===== config.mk =====
export PLATFORM = sky130hd
export DESIGN_NAME = double_ended_queue_flat
export DESIGN_NICKNAME = d
export VERILOG_FILES = /design/src/deq_pkg.sv /design/src/deq_if.sv /design/src/double_ended_queue.sv /design/src/deq_cell.sv /design/src/flat_wrapper.sv
export SDC_FILE = /design/constraint.sdc
export NUM_CORES = 1
export LEC_CHECK = 0
export ABC_CLOCK_PERIOD_IN_PS = 16200
export BUFFER_PORTS_ARGS = -buffer_cell sky130_fd_sc_hd__buf_2
export CAP_MARGIN = 40
export CORE_MARGIN = 1
export CORE_UTILIZATION = 30
export CTS_CLUSTER_SIZE = 40
export DETAILED_ROUTE_END_ITERATION = 7
export PLACE_DENSITY = 0.53
export SYNTH_ARGS = -nofsm -noshare
export SYNTH_HDL_FRONTEND = slang
export SYNTH_HIERARCHICAL = 1
export SYNTH_SLANG_ARGS = --single-unit

===== constraint.sdc =====
create_clock -name clock -period 16.2 [get_ports clock]
set_clock_uncertainty 0.15 [all_clocks]
set_input_delay 0.81 -clock clock [delete_from_list [all_inputs] [get_ports clock]]
set_output_delay 0.81 -clock clock [all_outputs]
set_load 0.03 [all_outputs]

===== src/deq_pkg.sv =====
// ----------------------------------------------------------------------------
// deq_pkg
// operation codes, status codes and cell control types for the deque
// ----------------------------------------------------------------------------
`default_nettype none

package deq_pkg;

   localparam int KIND_WIDTH   = 3;
   localparam int STATUS_WIDTH = 2;

   typedef enum logic [KIND_WIDTH-1:0] {
      KIND_PUSH_FRONT = 3'd0,
      KIND_PUSH_REAR  = 3'd1,
      KIND_POP_FRONT  = 3'd2,
      KIND_POP_REAR   = 3'd3,
      KIND_CLEAR      = 3'd4
   } kind_type;

   typedef enum logic [STATUS_WIDTH-1:0] {
      STATUS_OK        = 2'd0,
      STATUS_UNDERFLOW = 2'd1,
      STATUS_OVERFLOW  = 2'd2
   } status_type;

   typedef enum logic [2:0] {
      CELL_HOLD,
      CELL_SHIFT_FROM_LEFT,
      CELL_APPEND,
      CELL_SHIFT_FROM_RIGHT,
      CELL_DROP_REAR,
      CELL_CLEAR
   } cell_op_type;

   typedef struct packed {
      cell_op_type op;
   } cell_ctl_type;

endpackage

`default_nettype wire


===== src/deq_if.sv =====
// ----------------------------------------------------------------------------
// deq_if
// valid/ready channels carrying deque operations and deque results
// ----------------------------------------------------------------------------
`default_nettype none

interface deq_req_if #(
   parameter int DATA_WIDTH = 32
);
   import deq_pkg::*;

   logic                  valid;
   logic                  ready;
   logic [KIND_WIDTH-1:0] kind;
   logic [DATA_WIDTH-1:0] data_in;

   modport source (output valid, output kind, output data_in, input ready);
   modport sink   (input valid, input kind, input data_in, output ready);
endinterface

interface deq_rsp_if #(
   parameter int DATA_WIDTH  = 32,
   parameter int COUNT_WIDTH = 5
);
   import deq_pkg::*;

   logic                    valid;
   logic                    ready;
   logic [DATA_WIDTH-1:0]   popped_value;
   logic [STATUS_WIDTH-1:0] status;
   logic [COUNT_WIDTH-1:0]  entry_count;
   logic [DATA_WIDTH-1:0]   front_value;
   logic [DATA_WIDTH-1:0]   rear_value;
   logic                    is_empty;

   modport source (output valid, output popped_value, output status, output entry_count,
                   output front_value, output rear_value, output is_empty, input ready);
   modport sink   (input valid, input popped_value, input status, input entry_count,
                   input front_value, input rear_value, input is_empty, output ready);
endinterface

`default_nettype wire


===== src/double_ended_queue.sv =====
// ----------------------------------------------------------------------------
// double_ended_queue
// bounded deque built as a row of shifting cells with a registered result
// ----------------------------------------------------------------------------
// The deque takes one operation per beat (push front, push rear, pop front,
// pop rear, clear) and returns one result beat for each, registered in the cycle
// after acceptance. It sustains one operation per cycle: a new beat is accepted
// whenever the result register is empty or its beat is taken in the same
// cycle. Entries sit in a row of DEPTH cells with the front in the first
// cell; every cell updates in the same cycle, and the rear value comes from
// a one-hot select across the row. Pushes on a full deque are dropped with
// overflow status, pops on an empty deque return zero with underflow status.
`default_nettype none

module double_ended_queue #(
   parameter int DATA_WIDTH  = 32,
   parameter int DEPTH       = 16,
   parameter int COUNT_WIDTH = $clog2(DEPTH + 1)
) (
   input wire logic clock,
   input wire logic reset,
   deq_req_if.sink  req_bus,
   deq_rsp_if.source rsp_bus
);
   import deq_pkg::*;

   logic [DATA_WIDTH-1:0]  cell_entry [DEPTH];
   logic [DEPTH-1:0]       cell_occupied;
   logic [DEPTH-1:0]       cell_is_rear;
   cell_ctl_type           ctl;

   logic                   rsp_valid_ff;
   logic                   rsp_valid_in;
   logic [DATA_WIDTH-1:0]  popped_ff;
   logic [DATA_WIDTH-1:0]  popped_in;
   status_type             status_ff;
   status_type             status_in;
   logic [COUNT_WIDTH-1:0] count_ff;
   logic [COUNT_WIDTH-1:0] count_in;

   logic                   accept;
   logic                   full;
   logic                   empty;
   logic [DATA_WIDTH-1:0]  front_data;
   logic [DATA_WIDTH-1:0]  rear_data;

   assign req_bus.ready = !rsp_valid_ff || rsp_bus.ready;
   assign accept        = req_bus.valid && req_bus.ready;
   assign full          = cell_occupied[DEPTH-1];
   assign empty         = !cell_occupied[0];
   assign front_data    = cell_occupied[0] ? cell_entry[0] : '0;

   always_comb begin
      rear_data = '0;
      for (int i = 0; i < DEPTH; i++) begin
         if (cell_is_rear[i]) begin
            rear_data = rear_data | cell_entry[i];
         end
      end
   end

   // the row of cells
   for (genvar i = 0; i < DEPTH; i++) begin : g_cell
      logic [DATA_WIDTH-1:0] left_entry;
      logic                  left_occupied;
      logic [DATA_WIDTH-1:0] right_entry;
      logic                  right_occupied;

      if (i == 0) begin : g_first
         assign left_entry    = req_bus.data_in;
         assign left_occupied = 1'b1;
      end else begin : g_inner_left
         assign left_entry    = cell_entry[i-1];
         assign left_occupied = cell_occupied[i-1];
      end

      if (i == DEPTH - 1) begin : g_last
         assign right_entry    = '0;
         assign right_occupied = 1'b0;
      end else begin : g_inner_right
         assign right_entry    = cell_entry[i+1];
         assign right_occupied = cell_occupied[i+1];
      end

      deq_cell #(
         .DATA_WIDTH(DATA_WIDTH)
      ) u_cell (
         .clock         (clock),
         .reset         (reset),
         .ctl           (ctl),
         .push_data     (req_bus.data_in),
         .left_entry    (left_entry),
         .left_occupied (left_occupied),
         .right_entry   (right_entry),
         .right_occupied(right_occupied),
         .entry         (cell_entry[i]),
         .occupied      (cell_occupied[i]),
         .is_rear       (cell_is_rear[i])
      );
   end

   // operation decode
   always_comb begin
      ctl.op    = CELL_HOLD;
      status_in = STATUS_OK;
      popped_in = '0;
      count_in  = count_ff;
      if (accept) begin
         unique case (req_bus.kind)
            KIND_PUSH_FRONT: begin
               if (full) begin
                  status_in = STATUS_OVERFLOW;
               end else begin
                  ctl.op   = CELL_SHIFT_FROM_LEFT;
                  count_in = count_ff + COUNT_WIDTH'(1);
               end
            end
            KIND_PUSH_REAR: begin
               if (full) begin
                  status_in = STATUS_OVERFLOW;
               end else begin
                  ctl.op   = CELL_APPEND;
                  count_in = count_ff + COUNT_WIDTH'(1);
               end
            end
            KIND_POP_FRONT: begin
               if (empty) begin
                  status_in = STATUS_UNDERFLOW;
               end else begin
                  ctl.op    = CELL_SHIFT_FROM_RIGHT;
                  popped_in = front_data;
                  count_in  = count_ff - COUNT_WIDTH'(1);
               end
            end
            KIND_POP_REAR: begin
               if (empty) begin
                  status_in = STATUS_UNDERFLOW;
               end else begin
                  ctl.op    = CELL_DROP_REAR;
                  popped_in = rear_data;
                  count_in  = count_ff - COUNT_WIDTH'(1);
               end
            end
            KIND_CLEAR: begin
               ctl.op   = CELL_CLEAR;
               count_in = '0;
            end
            default: begin
               ctl.op = CELL_HOLD;
            end
         endcase
      end
   end

   assign rsp_valid_in = accept || (rsp_valid_ff && !rsp_bus.ready);

   always_ff @(posedge clock) begin
      if (reset) begin
         rsp_valid_ff <= 1'b0;
         count_ff     <= '0;
      end else begin
         rsp_valid_ff <= rsp_valid_in;
         count_ff     <= count_in;
      end
   end

   always_ff @(posedge clock) begin
      if (accept) begin
         popped_ff <= popped_in;
         status_ff <= status_in;
      end
   end

   // front and rear follow the row, which only moves when an operation is accepted and holds while a result beat waits
   assign rsp_bus.valid        = rsp_valid_ff;
   assign rsp_bus.popped_value = popped_ff;
   assign rsp_bus.status       = status_ff;
   assign rsp_bus.entry_count  = count_ff;
   assign rsp_bus.front_value  = front_data;
   assign rsp_bus.rear_value   = rear_data;
   assign rsp_bus.is_empty     = empty;

endmodule

`default_nettype wire


===== src/deq_cell.sv =====
// ----------------------------------------------------------------------------
// deq_cell
// one slot of the deque row: holds an entry and shifts with its neighbours
// ----------------------------------------------------------------------------
`default_nettype none

module deq_cell #(
   parameter int DATA_WIDTH = 32
) (
   input  wire logic                  clock,
   input  wire logic                  reset,
   input  wire deq_pkg::cell_ctl_type ctl,
   input  wire logic [DATA_WIDTH-1:0] push_data,
   input  wire logic [DATA_WIDTH-1:0] left_entry,
   input  wire logic                  left_occupied,
   input  wire logic [DATA_WIDTH-1:0] right_entry,
   input  wire logic                  right_occupied,
   output      logic [DATA_WIDTH-1:0] entry,
   output      logic                  occupied,
   output      logic                  is_rear
);
   import deq_pkg::*;

   logic [DATA_WIDTH-1:0] entry_ff;
   logic [DATA_WIDTH-1:0] entry_in;
   logic                  occupied_ff;
   logic                  occupied_in;

   // shift from either side, append at first free slot, drop rear, clear
   always_comb begin
      entry_in    = entry_ff;
      occupied_in = occupied_ff;
      unique case (ctl.op)
         CELL_SHIFT_FROM_LEFT: begin
            entry_in    = left_entry;
            occupied_in = left_occupied;
         end
         CELL_APPEND: begin
            if (!occupied_ff && left_occupied) begin
               entry_in    = push_data;
               occupied_in = 1'b1;
            end
         end
         CELL_SHIFT_FROM_RIGHT: begin
            entry_in    = right_entry;
            occupied_in = right_occupied;
         end
         CELL_DROP_REAR: occupied_in = occupied_ff && right_occupied;
         CELL_CLEAR:     occupied_in = 1'b0;
         default: begin
            entry_in    = entry_ff;
            occupied_in = occupied_ff;
         end
      endcase
   end

   always_ff @(posedge clock) begin
      entry_ff <= entry_in;
   end

   always_ff @(posedge clock) begin
      if (reset) begin
         occupied_ff <= 1'b0;
      end else begin
         occupied_ff <= occupied_in;
      end
   end

   assign entry    = entry_ff;
   assign occupied = occupied_ff;
   assign is_rear  = occupied_ff && !right_occupied;

endmodule

`default_nettype wire


===== src/flat_wrapper.sv =====
// flat-port wrapper written by rule: the top's interface ports become plain ports
module double_ended_queue_flat import deq_pkg::*;
#(
   parameter int DATA_WIDTH  = 32,
   parameter int DEPTH       = 16,
   parameter int COUNT_WIDTH = $clog2(DEPTH + 1)
)
  (clock, reset, req_bus_valid, req_bus_kind, req_bus_data_in, req_bus_ready, rsp_bus_valid, rsp_bus_popped_value, rsp_bus_status, rsp_bus_entry_count, rsp_bus_front_value, rsp_bus_rear_value, rsp_bus_is_empty, rsp_bus_ready);
  deq_req_if #(.DATA_WIDTH(DATA_WIDTH)) req_bus_i ();
  deq_rsp_if #(.DATA_WIDTH(DATA_WIDTH), .COUNT_WIDTH(COUNT_WIDTH)) rsp_bus_i ();
  input wire logic clock;
  input wire logic reset;
  input wire logic [$bits(req_bus_i.valid)-1:0] req_bus_valid;
  input wire logic [$bits(req_bus_i.kind)-1:0] req_bus_kind;
  input wire logic [$bits(req_bus_i.data_in)-1:0] req_bus_data_in;
  output wire logic [$bits(req_bus_i.ready)-1:0] req_bus_ready;
  output wire logic [$bits(rsp_bus_i.valid)-1:0] rsp_bus_valid;
  output wire logic [$bits(rsp_bus_i.popped_value)-1:0] rsp_bus_popped_value;
  output wire logic [$bits(rsp_bus_i.status)-1:0] rsp_bus_status;
  output wire logic [$bits(rsp_bus_i.entry_count)-1:0] rsp_bus_entry_count;
  output wire logic [$bits(rsp_bus_i.front_value)-1:0] rsp_bus_front_value;
  output wire logic [$bits(rsp_bus_i.rear_value)-1:0] rsp_bus_rear_value;
  output wire logic [$bits(rsp_bus_i.is_empty)-1:0] rsp_bus_is_empty;
  input wire logic [$bits(rsp_bus_i.ready)-1:0] rsp_bus_ready;
  assign req_bus_i.valid = req_bus_valid;
  assign req_bus_i.kind = req_bus_kind;
  assign req_bus_i.data_in = req_bus_data_in;
  assign req_bus_ready = req_bus_i.ready;
  assign rsp_bus_valid = rsp_bus_i.valid;
  assign rsp_bus_popped_value = rsp_bus_i.popped_value;
  assign rsp_bus_status = rsp_bus_i.status;
  assign rsp_bus_entry_count = rsp_bus_i.entry_count;
  assign rsp_bus_front_value = rsp_bus_i.front_value;
  assign rsp_bus_rear_value = rsp_bus_i.rear_value;
  assign rsp_bus_is_empty = rsp_bus_i.is_empty;
  assign rsp_bus_i.ready = rsp_bus_ready;
  double_ended_queue #(.DATA_WIDTH(DATA_WIDTH), .DEPTH(DEPTH), .COUNT_WIDTH(COUNT_WIDTH)) u_core (.clock(clock), .reset(reset), .req_bus(req_bus_i), .rsp_bus(rsp_bus_i));
endmodule

== Yosys cells after proc, flatten, opt, wreduce, memory -nomap -nowiden ==
Index checks and enable logic that the tools add are counted.
Widths: inputs -> output; s select.
Operators by class
  add/sub/neg operators: 2
  eq/ne operators: 27
  muxes and demuxes: 95
  bitwise operators: 15
  reductions and logical operators: 94
Operator list (number)
  $pmux 32 s3: 16
  $mux 32: 35
  $or 32x32->32: 15
  $pmux 1 s5: 14
  $pmux 32 s2: 1
  $reduce_and 2->1: 31
  $ne 2x2->1 const B: 17
  $logic_and 1x1->1: 32
  $logic_not 1->1: 18
  $mux 1: 17
  $pmux 3 s5: 1
  $pmux 5 s3: 1
  $eq 3x2->1 const B: 4
  $mux 5: 2
  $eq 3x3->1 const B: 3
  $reduce_bool 3->1: 3
  $eq 3x1->1 const B: 2
  $mux 2: 3
  $mux 3: 2
  $reduce_or 2->1: 3
  $add 5x1->5 const B: 1
  $reduce_bool 5->1: 1
  $sub 5x1->5 const B: 1
  $pmux 1 s4: 1
  8 further kinds: 9
Storage, ports and cells
  register bits: 568
  input port bits: 39
  output and inout bits: 106
  logic and storage cells: 269

== Depth between registers and ports, before layout ==
  depth after elaboration: 35
  depth in mapped cells: 11
  mapped depth without buffers: 9

== Modules after synthesis ==
Netlist, hierarchy kept.
By module, submodules not included
  deq_cell: instances 16, cells each 163, area an instance 2019.4 µm², sequential area each 980.9 µm²
  double_ended_queue: instances 1, cells each 702, area an instance 4948.5 µm², sequential area each 1141.1 µm²

== Least setup slack after synthesis ==
No wires, ideal clock.
  path kind: input to register
  start point: in req_bus_kind[1]
  end point: reg u_core.g_cell[0].u_cell.entry_ff[0], enable pin
  setup time: 0.916 ns
  arrival: 9.529 ns
  data required time: 15.134 ns
  setup slack: 5.605 ns
  stages on the path: 6
  buffers on the path: 2
  path through: nor2b_1 buf_2 nand3_1 clkbuf_1 a21oi_1 nor2_1
RTL lines
  from (decl): line flat_wrapper.sv:14  | input wire logic [$bits(req_bus_i.kind)-1:0] req_bus_kind;
  to (signal assigned): line deq_cell.sv:58  | entry_ff <= entry_in;
  to (decl): line deq_cell.sv:24  | logic [DATA_WIDTH-1:0] entry_ff;

==> flow_summary.yaml <==
timing:
  setup_viol: 0
  period_share_pct: 30.6
  post-route-min-period_ns: 4.96
  rsz0062_at_grt: "no"
  slew_viol_final: 0
  worstMarginPinSlew_ns: 0.968
  fmax_ghz: 0.202
  maxSlewHeadroom_pct: 35.3
  tns_ns: 0
  setup_slack_ns: 11.24
  finalHoldViolations: 0
die:
  die-area_sq_um: 126000
  die_w_microns: 354
  start_util_pct: 30.4
  boundaryPins: 145
  placeableCoreArea_sq_um: 123000
  rows: 128
  die_y_microns: 354
global_route:
  gr-usage-all-layers_pct: 23.4
  antenna_found_initial: 12
  grt_pass1_wl_microns: 214000
  grt_pass1_vias: 28700
  grt_overflow: 0
  grt_max_degree: 70
clocking:
  cts_hold_buf: 0
  clk_pin_slew_ns: 0.06
  worstSkewPairLatency_ns: 0.67
  post_cts_resized: 0
  cts_buffers: 74
  cts_tree: "yes"
  cts_buffer_depth: 3
  numClockSinks: 568
  root_buffer: "clkbuf_16"
  cts_max_level: 3
  post_cts_buffers: 0
drt:
  num_vias: 29900
  drt_wl_total_microns: 151000
  drtPass1Iterations: 8
  wl_met3_microns: 13700
  met2_length_microns: 68000
  route.detailed.drc: 0
  drtIter0Drc: 3540
  avgRoutedWirePerCell_microns: 29.8
  drt-met1-wl_microns: 64000
  routed.top_layer: "met5"
  drtAntennaViolNets: 0
  viasPerCell: 5.89
pwr:
  finalPower_mw: 3.74
  power_density_nw_per_um2: 88.7
  p_leak_nw: 13.3
  peakVddDrop_v: 0.0000655
setup_path:
  path_max_fanout: 58
  end_kind: "flop"
  startpoint: "u_core/g_cell[0].u_cell/occupied$_SDFFE_PP0P_"
  cp.arrival_ns: 5.33
  worstPathRequired_ns: 16.56
  critPathLaunchType: "flop"
  crit_type: "flop to flop"
  rr_startpoint: "u_core/g_cell[0].u_cell/occupied$_SDFFE_PP0P_"
flow_run:
  maxCapViolations: 0
yosys:
  async_reset_ff_share_pct: 0
  synth_ff_type: "edfxtp_1"
  synth-edff-count: 546
  synthAdderAreaFrac_pct: 0.692
  synth_area_sq_um: 37300
  synth_xor_area_share_pct: 0.0705
  synth_top_family_by_area: "compound AO/OA/AOI/OAI gates"
  yosys.area_share.simple_pct: 12.2
  syn_area_per_cell_sq_um: 11.3
  synth_mux_area_share_pct: 0
  synth_cells: 3310
  synth_cell_types: 43
  synth-compound-area-share_pct: 35.9
  ys_seq_area_share_pct: 45.2
  synth-seq-cells: 568
  synth_warnings: 6
finish:
  stdcell_count: 5077
  fill_cells: 12200
  fin_nets: 3454
  fin_util_pct: 34.4
  area_growth_syn_to_layout_pct: 13.1
  drive_gt1_share_pct: 40.9
outcome:
  status: "completed"
worst_hold_path:
  hold_start: "req_bus_valid"
  hp-class: "input pin to flop"
place:
  place_ws_ns: 11.17
  gp_congestion: 0.832
  place_hpwl_microns: 89800
  dp_cells: 4943
  place.port_buffers: 144
[layer usage]
| layer | global-route usage [%] | vias to the layer above |
|---|---|---|
| li1 | - | 12900 |
| met1 | 31.9 | 15100 |
| met2 | 36.8 | 1623 |
| met3 | 4.67 | 337 |
| met4 | 8.12 | 12 |
| met5 | 0 | - |
[kinds of logic (layout without fill, tap and decap cells)]
logic type               Yosys count  count (layout)
AND/OR/NAND/NOR                  954             954
adder cells (fa/ha/maj)           20              20
buffers and inverters            356             456
AO/OA/AOI/OAI                   1407            1407
other                              2              44
flip-flops                       568             568
XOR/XNOR                           3               3
[through the flow]
step / instance area [sq um] / hold slack, ns
finish: 42100 / 0.284
global route: 42100 / 0.270
CTS: 42100 / 0.260
detailed placement: 39800 / 0.336
global placement: 39400 / 0.329
floorplan: 37400 / 0.411
[cells in the mapped netlist (2+ instances only)]
cell        n  area [sq um]
a21oi_1    42           210
a21oi_2   480          4200
a22oi_1   288          2160
a22oi_2   480          6010
a311oi_1   16           140
a31oi_1    18           113
and2_1     32           200
and3b_1    48           420
buf_1      16          60.1
buf_2       4          20.0
buf_6     112          1260
clkbuf_1  150           563
conb_1      2          7.51
dfxtp_1    22           440
edfxtp_1  546         16400
ha_1       19           238
inv_1      73           274
nand2_1   166           623
nand2b_1    2          12.5
nand3_1     2          10.0
nor2_1    563          2110
nor2b_1    49           307
nor3_1      3          15.0
nor3b_4    16           300
nor4_1     32           200
nor4bb_1   16           160
o211ai_1   16           120
o21ai_0    29           145
o21ai_1     3          15.0
o31ai_1    32           240
or3_2       4          30.0
or4_1      17           128
xor2_1      2          17.5
[cells in the final DEF (no fill, tap or decap), types with 29 or more instances in the layout]
cell / count
conb_1: 38
a22oi_2: 480
edfxtp_1: 546
a21oi_2: 480
o31ai_1: 32
a22oi_1: 288
inv_1: 72
and2_1: 32
nor2b_1: 49
a21oi_1: 41
nor4_1: 31
nand2_1: 166
nor2_4: 32
nor2_1: 531
buf_2: 146
and3b_1: 32
o21ai_0: 29
clkbuf_16: 75
buf_4: 92
[critical path, cell delays in order, from the launching register on]
cell and delay [ns]:
dfxtp_2 0.57, buf_4 0.49, a31oi_1 0.18, nor3_2 0.15, buf_4 0.60, buf_4 0.68
nor3b_4 0.86, buf_4 0.65, a22oi_1 0.19, a21oi_1 0.22
[registers in the layout, summed over array words and instances, names as in the netlist]
name                           flops
u_core/rsp_bus.entry_count         5
u_core/rsp_bus.popped_value       32
u_core/rsp_bus.valid               1
u_core/rsp_bus.status              2
u_core/g_cell.u_cell/occupied     16
u_core/g_cell.u_cell/entry       512
[where the power goes]
part	total (mW)	switching, mW	internal [mW]
Clock	1.63	0.709	0.926
Combinational	0.384	0.270	0.113
Sequential	1.72	0.0510	1.67
Total	3.74	1.03	2.71
[worst paths after layout]
path	to	slack, ns	depth (start not counted)
hold / removal	u_core/rsp_bus.valid$_SDFF_PP0_	0.28	3
hold reg to reg	u_core/rsp_bus.entry_count[2]$_SDFFE_PP0P_	0.34	2
setup / recovery	u_core/g_cell[2].u_cell/entry[13]$_DFFE_PP_	11.24	9
setup reg to reg	u_core/g_cell[2].u_cell/entry[13]$_DFFE_PP_	11.24	9
[cell type report]
| type | instances | area (sq um) | area share [%] |
|---|---|---|---|
| clock buffer | 91 | 1960 | 4.64 |
| antenna | 6 | 15.0 | 0.0356 |
| clock inverter | 36 | 359 | 0.852 |
| tap | 1625 | 2030 | 4.82 |
| timing repair buffer | 256 | 1800 | 4.27 |
| sequential | 568 | 16800 | 39.9 |
| multi-input combinational | 2422 | 18900 | 44.8 |
| inverter | 73 | 274 | 0.650 |
Note: power is estimated with default switching activity, not from simulation.
